--- src/rtl/cch_pkg.sv ---
package cch_pkg;

    localparam int CFG_DATA_W = 32;
    localparam int CFG_IDX_W  = 2;

    localparam logic [CFG_IDX_W-1:0] CFG_RESEND    = 2'd0;
    localparam logic [CFG_IDX_W-1:0] CFG_KEEPALIVE = 2'd1;
    localparam logic [CFG_IDX_W-1:0] CFG_TIMEOUT   = 2'd2;

    localparam logic [15:0] RESEND_RST    = 16'd1000;
    localparam logic [15:0] KEEPALIVE_RST = 16'd1000;
    localparam logic [31:0] TIMEOUT_RST   = 32'd5000;

    localparam logic [1:0] KIND_TICK   = 2'd0;
    localparam logic [1:0] KIND_PACKET = 2'd1;
    localparam logic [1:0] KIND_CONN   = 2'd2;
    localparam logic [1:0] KIND_WRITE  = 2'd3;

    localparam logic [2:0] PKT_CHALLENGE = 3'd0;
    localparam logic [2:0] PKT_KEEPALIVE = 3'd1;
    localparam logic [2:0] PKT_PAYLOAD   = 3'd2;
    localparam logic [2:0] PKT_DISC      = 3'd3;

    localparam logic [2:0] PH_IDLE = 3'd0;
    localparam logic [2:0] PH_DISC = 3'd1;
    localparam logic [2:0] PH_REQ  = 3'd2;
    localparam logic [2:0] PH_RESP = 3'd3;
    localparam logic [2:0] PH_CONN = 3'd4;

    localparam logic [2:0] SEND_NONE = 3'd0;
    localparam logic [2:0] SEND_REQ  = 3'd1;
    localparam logic [2:0] SEND_RESP = 3'd2;
    localparam logic [2:0] SEND_KA   = 3'd3;
    localparam logic [2:0] SEND_DISC = 3'd4;
    localparam logic [2:0] SEND_PAY  = 3'd5;

    typedef struct packed {
        logic [15:0] resend_interval;
        logic [15:0] keepalive_interval;
        logic [31:0] connect_timeout;
    } cfg_t;

    typedef struct packed {
        logic [2:0]  send_request;
        logic        deliver_payload;
        logic [2:0]  conn_state;
        logic [31:0] client_ident;
        logic [63:0] token_seq;
    } result_t;

endpackage

--- src/rtl/cch_cfg.sv ---
module cch_cfg
(
    input  logic                             clk,
    input  logic                             rst_n,
    input  logic                             cfg_we,
    input  logic [cch_pkg::CFG_IDX_W-1:0]    cfg_index,
    input  logic [cch_pkg::CFG_DATA_W-1:0]   cfg_data,
    output cch_pkg::cfg_t                    cfg
);

    cch_pkg::cfg_t cfg_reg;
    cch_pkg::cfg_t cfg_next;

    always_comb
    begin
        cfg_next = cfg_reg;
        if (cfg_we)
        begin
            case (cfg_index)
                cch_pkg::CFG_RESEND:    cfg_next.resend_interval    = cfg_data[15:0];
                cch_pkg::CFG_KEEPALIVE: cfg_next.keepalive_interval = cfg_data[15:0];
                cch_pkg::CFG_TIMEOUT:   cfg_next.connect_timeout    = cfg_data;
                default:                cfg_next = cfg_reg;
            endcase
        end
    end

    always_ff @(posedge clk or negedge rst_n)
    begin
        if (!rst_n)
        begin
            cfg_reg.resend_interval    <= cch_pkg::RESEND_RST;
            cfg_reg.keepalive_interval <= cch_pkg::KEEPALIVE_RST;
            cfg_reg.connect_timeout    <= cch_pkg::TIMEOUT_RST;
        end
        else
        begin
            cfg_reg <= cfg_next;
        end
    end

    assign cfg = cfg_reg;

endmodule

--- src/rtl/cch_core.sv ---
module cch_core
#(
    parameter int TIME_BITS = 48
)
(
    input  logic                  clk,
    input  logic                  rst_n,
    input  logic                  en,
    input  cch_pkg::cfg_t         cfg,
    input  logic [1:0]            kind,
    input  logic [TIME_BITS-1:0]  now,
    input  logic [2:0]            packet_type,
    input  logic [63:0]           challenge_seq,
    input  logic [31:0]           assigned_id,
    output cch_pkg::result_t      res
);

    logic [2:0]           phase_reg, phase_next, phase_cur;
    logic [TIME_BITS-1:0] nst_reg, nst_next;
    logic [TIME_BITS-1:0] dl_reg, dl_next;
    logic [31:0]          id_reg, id_next;
    logic [63:0]          seq_reg, seq_next;

    logic [TIME_BITS:0]   dl_sum, tx_sum;
    logic [TIME_BITS-1:0] dl_sat, tx_sat, tx_base;
    logic [15:0]          tx_step;
    logic [2:0]           send;
    logic                 deliver;

    assign phase_cur = (phase_reg > cch_pkg::PH_CONN) ? cch_pkg::PH_IDLE : phase_reg;

    // saturating time sums: entry deadline, and send time advance
    assign tx_base = (kind == cch_pkg::KIND_WRITE) ? now : nst_reg;
    assign tx_step = (phase_cur == cch_pkg::PH_CONN) ? cfg.keepalive_interval
                                                     : cfg.resend_interval;
    assign tx_sum  = {1'b0, tx_base} + {{(TIME_BITS-15){1'b0}}, tx_step};
    assign dl_sum  = {1'b0, now} + {{(TIME_BITS-31){1'b0}}, cfg.connect_timeout};
    assign tx_sat  = tx_sum[TIME_BITS] ? '1 : tx_sum[TIME_BITS-1:0];
    assign dl_sat  = dl_sum[TIME_BITS] ? '1 : dl_sum[TIME_BITS-1:0];

    always_comb
    begin
        phase_next = phase_cur;
        nst_next   = nst_reg;
        dl_next    = dl_reg;
        id_next    = id_reg;
        seq_next   = seq_reg;
        send       = cch_pkg::SEND_NONE;
        deliver    = 1'b0;
        case (kind)
            cch_pkg::KIND_TICK:
            begin
                if (phase_cur == cch_pkg::PH_REQ || phase_cur == cch_pkg::PH_RESP ||
                    phase_cur == cch_pkg::PH_DISC)
                begin
                    if (now >= dl_reg)
                    begin
                        phase_next = (phase_cur == cch_pkg::PH_DISC) ? cch_pkg::PH_IDLE
                                                                     : cch_pkg::PH_DISC;
                        nst_next   = now;
                        dl_next    = dl_sat;
                    end
                    else if (now >= nst_reg)
                    begin
                        nst_next = tx_sat;
                        case (phase_cur)
                            cch_pkg::PH_REQ:  send = cch_pkg::SEND_REQ;
                            cch_pkg::PH_RESP: send = cch_pkg::SEND_RESP;
                            default:          send = cch_pkg::SEND_DISC;
                        endcase
                    end
                end
                else if (phase_cur == cch_pkg::PH_CONN && now >= nst_reg)
                begin
                    nst_next = tx_sat;
                    send     = cch_pkg::SEND_KA;
                end
            end
            cch_pkg::KIND_PACKET:
            begin
                if (phase_cur == cch_pkg::PH_REQ && packet_type == cch_pkg::PKT_CHALLENGE)
                begin
                    seq_next   = challenge_seq;
                    phase_next = cch_pkg::PH_RESP;
                    nst_next   = now;
                    dl_next    = dl_sat;
                end
                else if (phase_cur == cch_pkg::PH_RESP &&
                         packet_type == cch_pkg::PKT_KEEPALIVE)
                begin
                    id_next    = assigned_id;
                    phase_next = cch_pkg::PH_CONN;
                    nst_next   = now;
                    dl_next    = dl_sat;
                end
                else if (phase_cur == cch_pkg::PH_CONN &&
                         packet_type == cch_pkg::PKT_PAYLOAD)
                begin
                    deliver = 1'b1;
                end
                else if (phase_cur == cch_pkg::PH_CONN && packet_type == cch_pkg::PKT_DISC)
                begin
                    phase_next = cch_pkg::PH_DISC;
                    nst_next   = now;
                    dl_next    = dl_sat;
                end
            end
            cch_pkg::KIND_CONN:
            begin
                if (phase_cur == cch_pkg::PH_IDLE)
                begin
                    phase_next = cch_pkg::PH_REQ;
                    nst_next   = now;
                    dl_next    = dl_sat;
                end
            end
            default:
            begin
                if (phase_cur == cch_pkg::PH_CONN)
                begin
                    nst_next = tx_sat;
                    send     = cch_pkg::SEND_PAY;
                end
            end
        endcase
    end

    always_ff @(posedge clk or negedge rst_n)
    begin
        if (!rst_n)
        begin
            phase_reg <= cch_pkg::PH_IDLE;
            nst_reg   <= '0;
            dl_reg    <= '0;
            id_reg    <= '0;
            seq_reg   <= '0;
        end
        else if (en)
        begin
            phase_reg <= phase_next;
            nst_reg   <= nst_next;
            dl_reg    <= dl_next;
            id_reg    <= id_next;
            seq_reg   <= seq_next;
        end
    end

    assign res.send_request    = send;
    assign res.deliver_payload = deliver;
    assign res.conn_state      = phase_next;
    assign res.client_ident    = id_next;
    assign res.token_seq       = seq_next;

endmodule

--- src/rtl/client_connect_handshake_fsm.sv ---
// channel | handshake          | beat contents
// in      | in_valid, in_stall | kind, now, packet_type, challenge_seq, assigned_id
// out     | out_valid, out_stall | send_request, deliver_payload, conn_state,
//         |                    | client_ident, token_seq
// cfg     | cfg_we             | cfg_index, cfg_data
//
// One beat per cycle sustained while out_stall is low; each result is registered before it reaches the output.
// The state update sits between the input register and the result register.
// Reset clears state to idle, times and stored ids to zero, registers to defaults.
// in_stall rises only when the input register is full and the result register is held.
module client_connect_handshake_fsm
#(
    parameter int TIME_BITS = 48
)
(
    input  logic                                clk,
    input  logic                                rst_n,
    input  logic                                cfg_we,
    input  logic [cch_pkg::CFG_IDX_W-1:0]       cfg_index,
    input  logic [cch_pkg::CFG_DATA_W-1:0]      cfg_data,
    input  logic                                in_valid,
    output logic                                in_stall,
    input  logic [1:0]                          kind,
    input  logic [TIME_BITS-1:0]                now,
    input  logic [2:0]                          packet_type,
    input  logic [63:0]                         challenge_seq,
    input  logic [31:0]                         assigned_id,
    output logic                                out_valid,
    input  logic                                out_stall,
    output logic [2:0]                          send_request,
    output logic                                deliver_payload,
    output logic [2:0]                          conn_state,
    output logic [31:0]                         client_ident,
    output logic [63:0]                         token_seq
);

    cch_pkg::cfg_t        cfg;
    cch_pkg::result_t     res;
    cch_pkg::result_t     out_reg;

    logic                 in_vld_reg, in_vld_next;
    logic                 out_vld_reg, out_vld_next;
    logic [1:0]           kind_reg;
    logic [TIME_BITS-1:0] now_reg;
    logic [2:0]           ptype_reg;
    logic [63:0]          seq_reg;
    logic [31:0]          id_reg;
    logic                 advance;
    logic                 take;

    assign advance  = in_vld_reg && (!out_vld_reg || !out_stall);
    assign in_stall = in_vld_reg && !advance;
    assign take     = in_valid && !in_stall;

    assign in_vld_next  = take || (in_vld_reg && !advance);
    assign out_vld_next = advance || (out_vld_reg && out_stall);

    cch_cfg u_cfg
    (
        .clk       (clk),
        .rst_n     (rst_n),
        .cfg_we    (cfg_we),
        .cfg_index (cfg_index),
        .cfg_data  (cfg_data),
        .cfg       (cfg)
    );

    cch_core #(.TIME_BITS(TIME_BITS)) u_core
    (
        .clk           (clk),
        .rst_n         (rst_n),
        .en            (advance),
        .cfg           (cfg),
        .kind          (kind_reg),
        .now           (now_reg),
        .packet_type   (ptype_reg),
        .challenge_seq (seq_reg),
        .assigned_id   (id_reg),
        .res           (res)
    );

    always_ff @(posedge clk or negedge rst_n)
    begin
        if (!rst_n)
        begin
            in_vld_reg  <= 1'b0;
            out_vld_reg <= 1'b0;
        end
        else
        begin
            in_vld_reg  <= in_vld_next;
            out_vld_reg <= out_vld_next;
        end
    end

    always_ff @(posedge clk)
    begin
        if (take)
        begin
            kind_reg  <= kind;
            now_reg   <= now;
            ptype_reg <= packet_type;
            seq_reg   <= challenge_seq;
            id_reg    <= assigned_id;
        end
        if (advance)
        begin
            out_reg <= res;
        end
    end

    assign out_valid       = out_vld_reg;
    assign send_request    = out_reg.send_request;
    assign deliver_payload = out_reg.deliver_payload;
    assign conn_state      = out_reg.conn_state;
    assign client_ident    = out_reg.client_ident;
    assign token_seq       = out_reg.token_seq;

`ifndef SYNTHESIS
    a_adv_fills_out: assert property (@(posedge clk) disable iff (!rst_n)
        advance |=> out_vld_reg)
        else $error("result beat lost after advance");

    a_stall_needs_full: assert property (@(posedge clk) disable iff (!rst_n)
        in_stall |-> (in_vld_reg && out_vld_reg))
        else $error("input stalled with room downstream");

    a_pay_in_conn: assert property (@(posedge clk) disable iff (!rst_n)
        (out_vld_reg && (send_request == cch_pkg::SEND_PAY || send_request == cch_pkg::SEND_KA))
        |-> (conn_state == cch_pkg::PH_CONN))
        else $error("payload or keep-alive send outside connected");

    a_deliver_alone: assert property (@(posedge clk) disable iff (!rst_n)
        (out_vld_reg && deliver_payload)
        |-> (conn_state == cch_pkg::PH_CONN && send_request == cch_pkg::SEND_NONE))
        else $error("delivery with send or outside connected");
`endif

endmodule

--- config.mk ---
export PLATFORM = sky130hd
export DESIGN_NAME = client_connect_handshake_fsm
export DESIGN_NICKNAME = d
export VERILOG_FILES = /design/src/rtl/cch_pkg.sv /design/src/rtl/cch_cfg.sv /design/src/rtl/cch_core.sv /design/src/rtl/client_connect_handshake_fsm.sv
export SDC_FILE = /design/constraint.sdc
export NUM_CORES = 1
export LEC_CHECK = 0
export ABC_AREA = 1
export BUFFER_PORTS_ARGS = -buffer_cell sky130_fd_sc_hd__buf_2
export CORE_UTILIZATION = 44
export CTS_CLUSTER_SIZE = 24
export DETAILED_ROUTE_END_ITERATION = 6
export SYNTH_ARGS = -nofsm -noshare
export SYNTH_HDL_FRONTEND = slang
export SYNTH_SLANG_ARGS = --single-unit
--- constraint.sdc ---
create_clock -name clk -period 10.9 [get_ports clk]
set_input_delay 1.09 -clock clk [delete_from_list [all_inputs] [get_ports clk]]
set_output_delay 1.09 -clock clk [all_outputs]
set_load 0.02 [all_outputs]
* After elaboration in Yosys (flattened, before gate mapping)
Cells that the tools add are included.
** Operators by class
- Add/subtract/negate cells :: 2
- $lt $le $gt $ge :: 3
- Equal/unequal tests :: 19
- Multiplexer cells :: 46
- Bitwise gates (word level) :: 1
- Reduce and logical (&&, ||, !) cells :: 31
** Operator list (number)
- two-way mux 48 bit :: 20
- case mux 48 bit (3 select lines) :: 2
- two-way mux 64 bit :: 2
- >= comparator 48 bit :: 2
- two-way mux 32 bit :: 3
- adder 48 x 16 -> 49 bit :: 1
- adder 48 x 32 -> 49 bit :: 1
- two-way mux 3 bit :: 12
- two-way mux 16 bit :: 1
- AND reduction 7 bit :: 2
- equality test 3 x 2 -> 1 bit, second input constant :: 4
- case mux 3 bit (2 select lines) :: 2
- logical AND 1 bit :: 9
- case mux 3 bit (3 select lines) :: 1
- equality test 2 bit, second input constant :: 3
- equality test 3 x 1 -> 1 bit, second input constant :: 2
- logical NOT 3 bit :: 2
- != test 2 x 1 -> 1 bit, second input constant :: 3
- AND reduction 2 bit :: 3
- logical OR 1 bit :: 5
- equality test 2 x 1 -> 1 bit, second input constant :: 2
- logical NOT 1 bit :: 4
- logical NOT 2 bit :: 2
- != test 4 x 1 -> 1 bit, second input constant :: 1
- other kinds (12) :: 13
** Word-level totals
- Register bits :: 513
- Bits of input ports :: 188
- Output and inout bits :: 105
- Word-level logic and storage cells :: 122

* Depth between registers and ports, before layout
- Depth after elaboration :: 10
- Mapped depth :: 29
- Depth with buffers taken out :: 26

* Hierarchy
Synthesis repeated with hierarchy kept, for this count alone.
** Unflattened totals
- Cell total of the unflattened synthesis :: 3552
- Area total of the unflattened synthesis :: 28994.1 sq um
** By module, submodules not included
- cch_core :: instances 1, cells an instance 3003, area an instance 18692.9 sq um
- client_connect_handshake_fsm :: instances 1, cells an instance 264, area an instance 7662.3 sq um
- cch_cfg :: instances 1, cells an instance 285, area an instance 2638.8 sq um

* Worst setup path after synthesis
Ideal clock, no wire load.
- Path kind :: in2reg
- From :: input out_stall
- To :: register out_reg (netlist bit client_ident[0]) (enable)
- Library setup time :: 505 ps
- Arrival :: 4634 ps
- Data required time :: 10395 ps
- Slack :: 5761 ps
- Stages on the path :: 5
- Buffers on the path :: 2
- Cell sequence :: nand2_1 -> nand2_1 -> clkinv_1 -> clkbuf_1 -> clkbuf_1
** On the way
- Longest elaborated chain between the ends :: 3
** RTL lines
- from (decl) :: RTL line client_connect_handshake_fsm.sv:29 : input logic out_stall,
- logical NOT 1 bit :: RTL line client_connect_handshake_fsm.sv:51 : assign advance = in_vld_reg && (!out_vld_reg || !out_stall);
- logical OR 1 bit :: RTL line client_connect_handshake_fsm.sv:51
- logical AND 1 bit :: RTL line client_connect_handshake_fsm.sv:51
- net advance :: RTL line client_connect_handshake_fsm.sv:48 : logic advance;
- to (signal assigned) :: RTL line client_connect_handshake_fsm.sv:108 : out_reg <= res;
- to (decl) :: RTL line client_connect_handshake_fsm.sv:39 : cch_pkg::result_t out_reg;
The timed path passes the listed nets, and every way through them passes these cells.
A chain may end at the register's enable or synchronous reset.

* Worst setup path after layout
- From :: register now_reg[31]
- To :: register u_core.dl_reg[32]
** On the way
- Longest elaborated chain between the ends :: 7
- Elaborated cells on any way between the ends :: 13
- Those cells by class :: 1 x add/sub; 1 x order compare; 1 x eq/ne; 9 x mux; 1 x reduce/logical
** RTL lines
- from (decl) :: RTL line client_connect_handshake_fsm.sv:44 : logic [TIME_BITS-1:0] now_reg;
- from (signal assigned) :: RTL line client_connect_handshake_fsm.sv:101 : now_reg <= now;
- adder 48 x 32 -> 49 bit :: RTL line cch_core.sv:37 : assign dl_sum = {1'b0, now} + {{(TIME_BITS-31){1'b0}}, cfg.connect_timeout};
- two-way mux 48 bit :: RTL line cch_core.sv:39 : assign dl_sat = dl_sum[TIME_BITS] ? '1 : dl_sum[TIME_BITS-1:0];
- two-way mux 48 bit :: RTL line cch_core.sv:101 : else if (phase_cur == cch_pkg::PH_CONN && packet_type == cch_pkg::PKT_DISC)
- two-way mux 48 bit :: RTL line cch_core.sv:96 : else if (phase_cur == cch_pkg::PH_CONN &&
- two-way mux 48 bit :: RTL line cch_core.sv:88 : else if (phase_cur == cch_pkg::PH_RESP &&
- two-way mux 48 bit :: RTL line cch_core.sv:81 : if (phase_cur == cch_pkg::PH_REQ && packet_type == cch_pkg::PKT_CHALLENGE)
- case mux 48 bit (3 select lines) :: RTL line cch_core.sv:50 : case (kind)
- to (signal assigned) :: RTL line cch_core.sv:142 : dl_reg <= dl_next;
- to (decl) :: RTL line cch_core.sv:20 : logic [TIME_BITS-1:0] dl_reg, dl_next;
Parallel ways exist; a longest one is shown, timed or not. The select of a mux whose other input is x is not followed.

==> results.md <==
- Core region area: 64700 µm²
- Worst path bufs/invs: 3
- CTS clock-pin slew for the worst setup and hold paths: around 60 ps
- CTS tree: done
- Final setup viols: 0
- Synth Area in Simple Gates: 23.31%
- Fmax: roughly 210 MHz
- EDFF count, synth: ~250
- Die height: around 260 µm
- Clock share of power: 26.3%
- Status: completed
- Post-synthesis sequential area ratio: roughly half
- Via count: 24.37k
- Vias in the first global route: ~23k
- Crit-path max FO: 42
- H-Tree Depth: 2
- Gp weighted congestion: between 0.9 and 1
- Most Frequent Cell on Critical Path: nand2_1
- Area of the die: 66700 µm²
- Internal: around 4.3 mW
- Row count: 93
- Cell area after synthesis: 28900 µm²
- Xor-xnor portion of the synthesized cell area: roughly 1.9%
- Initial DRC Count: slightly above 2k
- Final setup skew: 45.79 ps
- WL/cell: roughly 18 µm
- Setup TNS: 0 ps
- Hold Path End: u_core.nst_reg[22]
- Reg-to-Reg End: u_core.dl_reg[32]
- Startpoint type of the worst setup path: register
- Final hold viol count: 0
- Slew headroom: between 20 and 25%
- Antenna Nets Post-Route: 0
- Seq pwr share: between 30% and 40%
- Synth Area in Compound Gates: 11.28%
- Worst Path Required: ~11000 ps
- Ratio of final minimum period to clock period: 43.71%
- RSZ-0062 raised after global routing: false
- Syn Inst Count: 3539
- CTS Hold Bufs: 0
- I/O pin count: around 300
- Pins over their slew limit: 0
- Detailed Route WL: roughly 86000 µm
- Worst-path cell chain: ha_1, nand2_1, nor2_1, nand4_1, nor3b_1, nand2_1, nand3_1, buf_4, inv_1, nand2_1, nand3_2, inv_1, o21ai_0, o21ai_0
- IO Port Bufs: ~290
- Slowest cell delay on critical path: about 1000 ps
- Crit path arrival time: 5280 ps
- Critical path class: register to register
- Sw Share: 37.46%
- Total global routing overflow: 0
- PwrDens: about 210 nW/µm²
- Yosys cell types: between 50 and 60
- Maximum number of pins on one net before global-route repair: a little over 200
- CP endpoint kind: register
- CTS buffer count: 55
- VDD IR max: 140.8 µV
- Worst min-delay path startpoint: u_core.nst_reg[22]
- P&R area growth vs syn: 13.46%
- Clock Tree Buf Depth: 3
- Initial Util: 44.66%
- Die width: 258.3 µm
- Largest family of logic cells by synthesized area: simple AND/OR/NAND/NOR gates
- Layout cell share with drive strength beyond 1: about an eighth
- Setup bufs post-CTS: 0
- Leakage power: around 15 nW
- Fin crit period: between 4000 and 5000 ps
- Final HPWL from detailed placement: 62260 µm
- Clock Latency Late Sink: 640 ps
- Final Util: about half
- First-pass DRT Iterations: 5
- Remaining DRCs: 0
- Slowest-stage cell, CP: inv_1
- Syn avg cell area: slightly above 8 µm²
- Clk sinks: 513
- Reg2Reg Depth: 14
- Least-Margin Pin Slew: around 1200 ps
- #FFs+latches synth: slightly above 500
- Max cap viols: 0
- NumNets Final: between 4k and 5k
- Drt via density: approximately 5.2
- Syn_nets: 3877
- Predominant post-synthesis flop cell: edfxtp_1
- Adder-cell share of the synthesized area: 6.547%
- Mux share of post-synthesis cell area: less than 1%
- Worst hold path stage count: 2
- Crit-path leading delay family: simple AND/OR/NAND/NOR gates
- Clock root buffer: clkbuf_16
- Warnings from Yosys: 0
- Critical R2R Launch: now_reg[31]
- Flop2flop setup slack: approximately 6100 ps
- First-pass GRT wire length: around 130000 µm
- Logic gate share of total power: between 30 and 40%
- Hold Path Class: register to register
- Initial antenna violation count: 7
- Sw power: between 2 and 3 mW
- Post-synth ARST share: approximately half
- Tot GR Track Use: 25.61%
- Post_cts resized: 0
-- per-stage QoR --
stage | area (µm²) | total power [mW] | instances | hold WS (ps) | setup WS (ps)
floorplan | 28900 | 4.410 | 3539 | 448.8 | 5761
detailed placement | 31010 | 5.111 | 4573 | 465.2 | 6183
finish | 32790 | 6.948 | 4681 | 479.4 | 6136
global placement | 31010 | 5.087 | 4573 | 464.6 | 6211
global route | 32790 | 7.416 | 4681 | 489.9 | 5540
CTS | 32770 | 6.971 | 4676 | 482.4 | 6134
-- cell families after synthesis --
group | after synthesis
AO/OA/AOI/OAI | 615
AND/OR/NAND/NOR | 1640
adder cells (fa/ha/maj) | 150
XOR/XNOR | 63
flip-flops | 513
buffers and inverters | 542
multiplexers | 16
-- worst register-to-register path: cells and delay by family (launching register included) --
kind,cells,cell delay (ps)
simple gates,8,1920
buf+inv,3,1440
flops,1,580
fa+ha+maj,1,390
compound gates,2,330
-- cell usage after synthesis (16+ instances only) --
library cell  instances  share of area, %
xnor2_1              32              0.97
inv_1               403               5.2
dfstp_2              17               1.5
nor3_1               39              0.68
ha_1                148               6.4
nand4_1              31              0.67
mux2_2               16              0.62
buf_2                24              0.42
edfxtp_1            252                26
xor2_1               31              0.94
nand2_1            1007                13
a21oi_1             257               4.5
nand3_1             180               3.1
o21ai_0             268               4.6
o21ai_1              26              0.45
dfrtp_1             244                21
nor2_1              325               4.2
clkbuf_1             77               1.0
a21boi_0             28              0.73
-- worst max-delay path by stage --
stage / startpoint / to / slack (ps) / cells after the start
after floorplan: out_stall / client_ident[0] / 5760 / 5
after global placement: kind_reg[0] / u_core.nst_reg[47] / 6210 / 17
after detailed placement: now_reg[31] / u_core.dl_reg[32] / 6180 / 14
after CTS: now_reg[46] / u_core.dl_reg[32] / 6130 / 15
after global routing: now_reg[33] / u_core.dl_reg[32] / 5540 / 15
final: now_reg[31] / u_core.dl_reg[32] / 6140 / 14
-- cell type report --
cell class | count | area (µm²)
fill | 6346 | 31910
clock buffer | 78 | 1553
antenna | 5 | 12.51
multi-input combinational | 2484 | 12660
sequential | 513 | 14120
inverter | 411 | 1560
clock inverter | 25 | 207.7
tap | 855 | 1070
timing repair buffer | 310 | 1607
-- power by group through the flow --
| stage | clock (mW) | sequential, mW | combinational (mW) |
|---|---|---|---|
| 6_report | 1.83 | 2.72 | 2.40 |
| 5_1_grt | 1.94 | 2.76 | 2.72 |
| 4_1_cts | 1.87 | 2.72 | 2.38 |
| 3_5_place_dp | 0 | 2.75 | 2.37 |
| 3_3_place_gp | 0 | 2.74 | 2.35 |
| 2_1_floorplan | 0 | 2.79 | 1.62 |
-- placed cells by master, fill, tap and decap left out, types with 17 or more instances in the layout --
cell       synthesis  layout
nor2_1           325     324
inv_1            403     401
a21oi_1          257     257
edfxtp_1         252     252
nand2_1         1007    1004
xor2_1            31      31
dfstp_2           17      17
buf_2             24     291
nor3_1            39      39
nand3_1          180     179
xnor2_1           32      32
o21ai_1           26      26
dfrtp_1          244     244
ha_1             148     146
o21ai_0          268     268
clkbuf_16          0      55
nand4_1           31      31
a21boi_0          28      28
buf_4              8      18
-- routing by layer --
metal  part of all wire [%]  up-vias  track usage, %
met4                    3.2        0           8.711
met2                     45      719           40.14
met1                     45    11490           36.18
li1                       -    12028               -
met3                    6.4      136           4.000
met5                      0        -               0
Note: power is estimated with default switching activity, not from simulation.
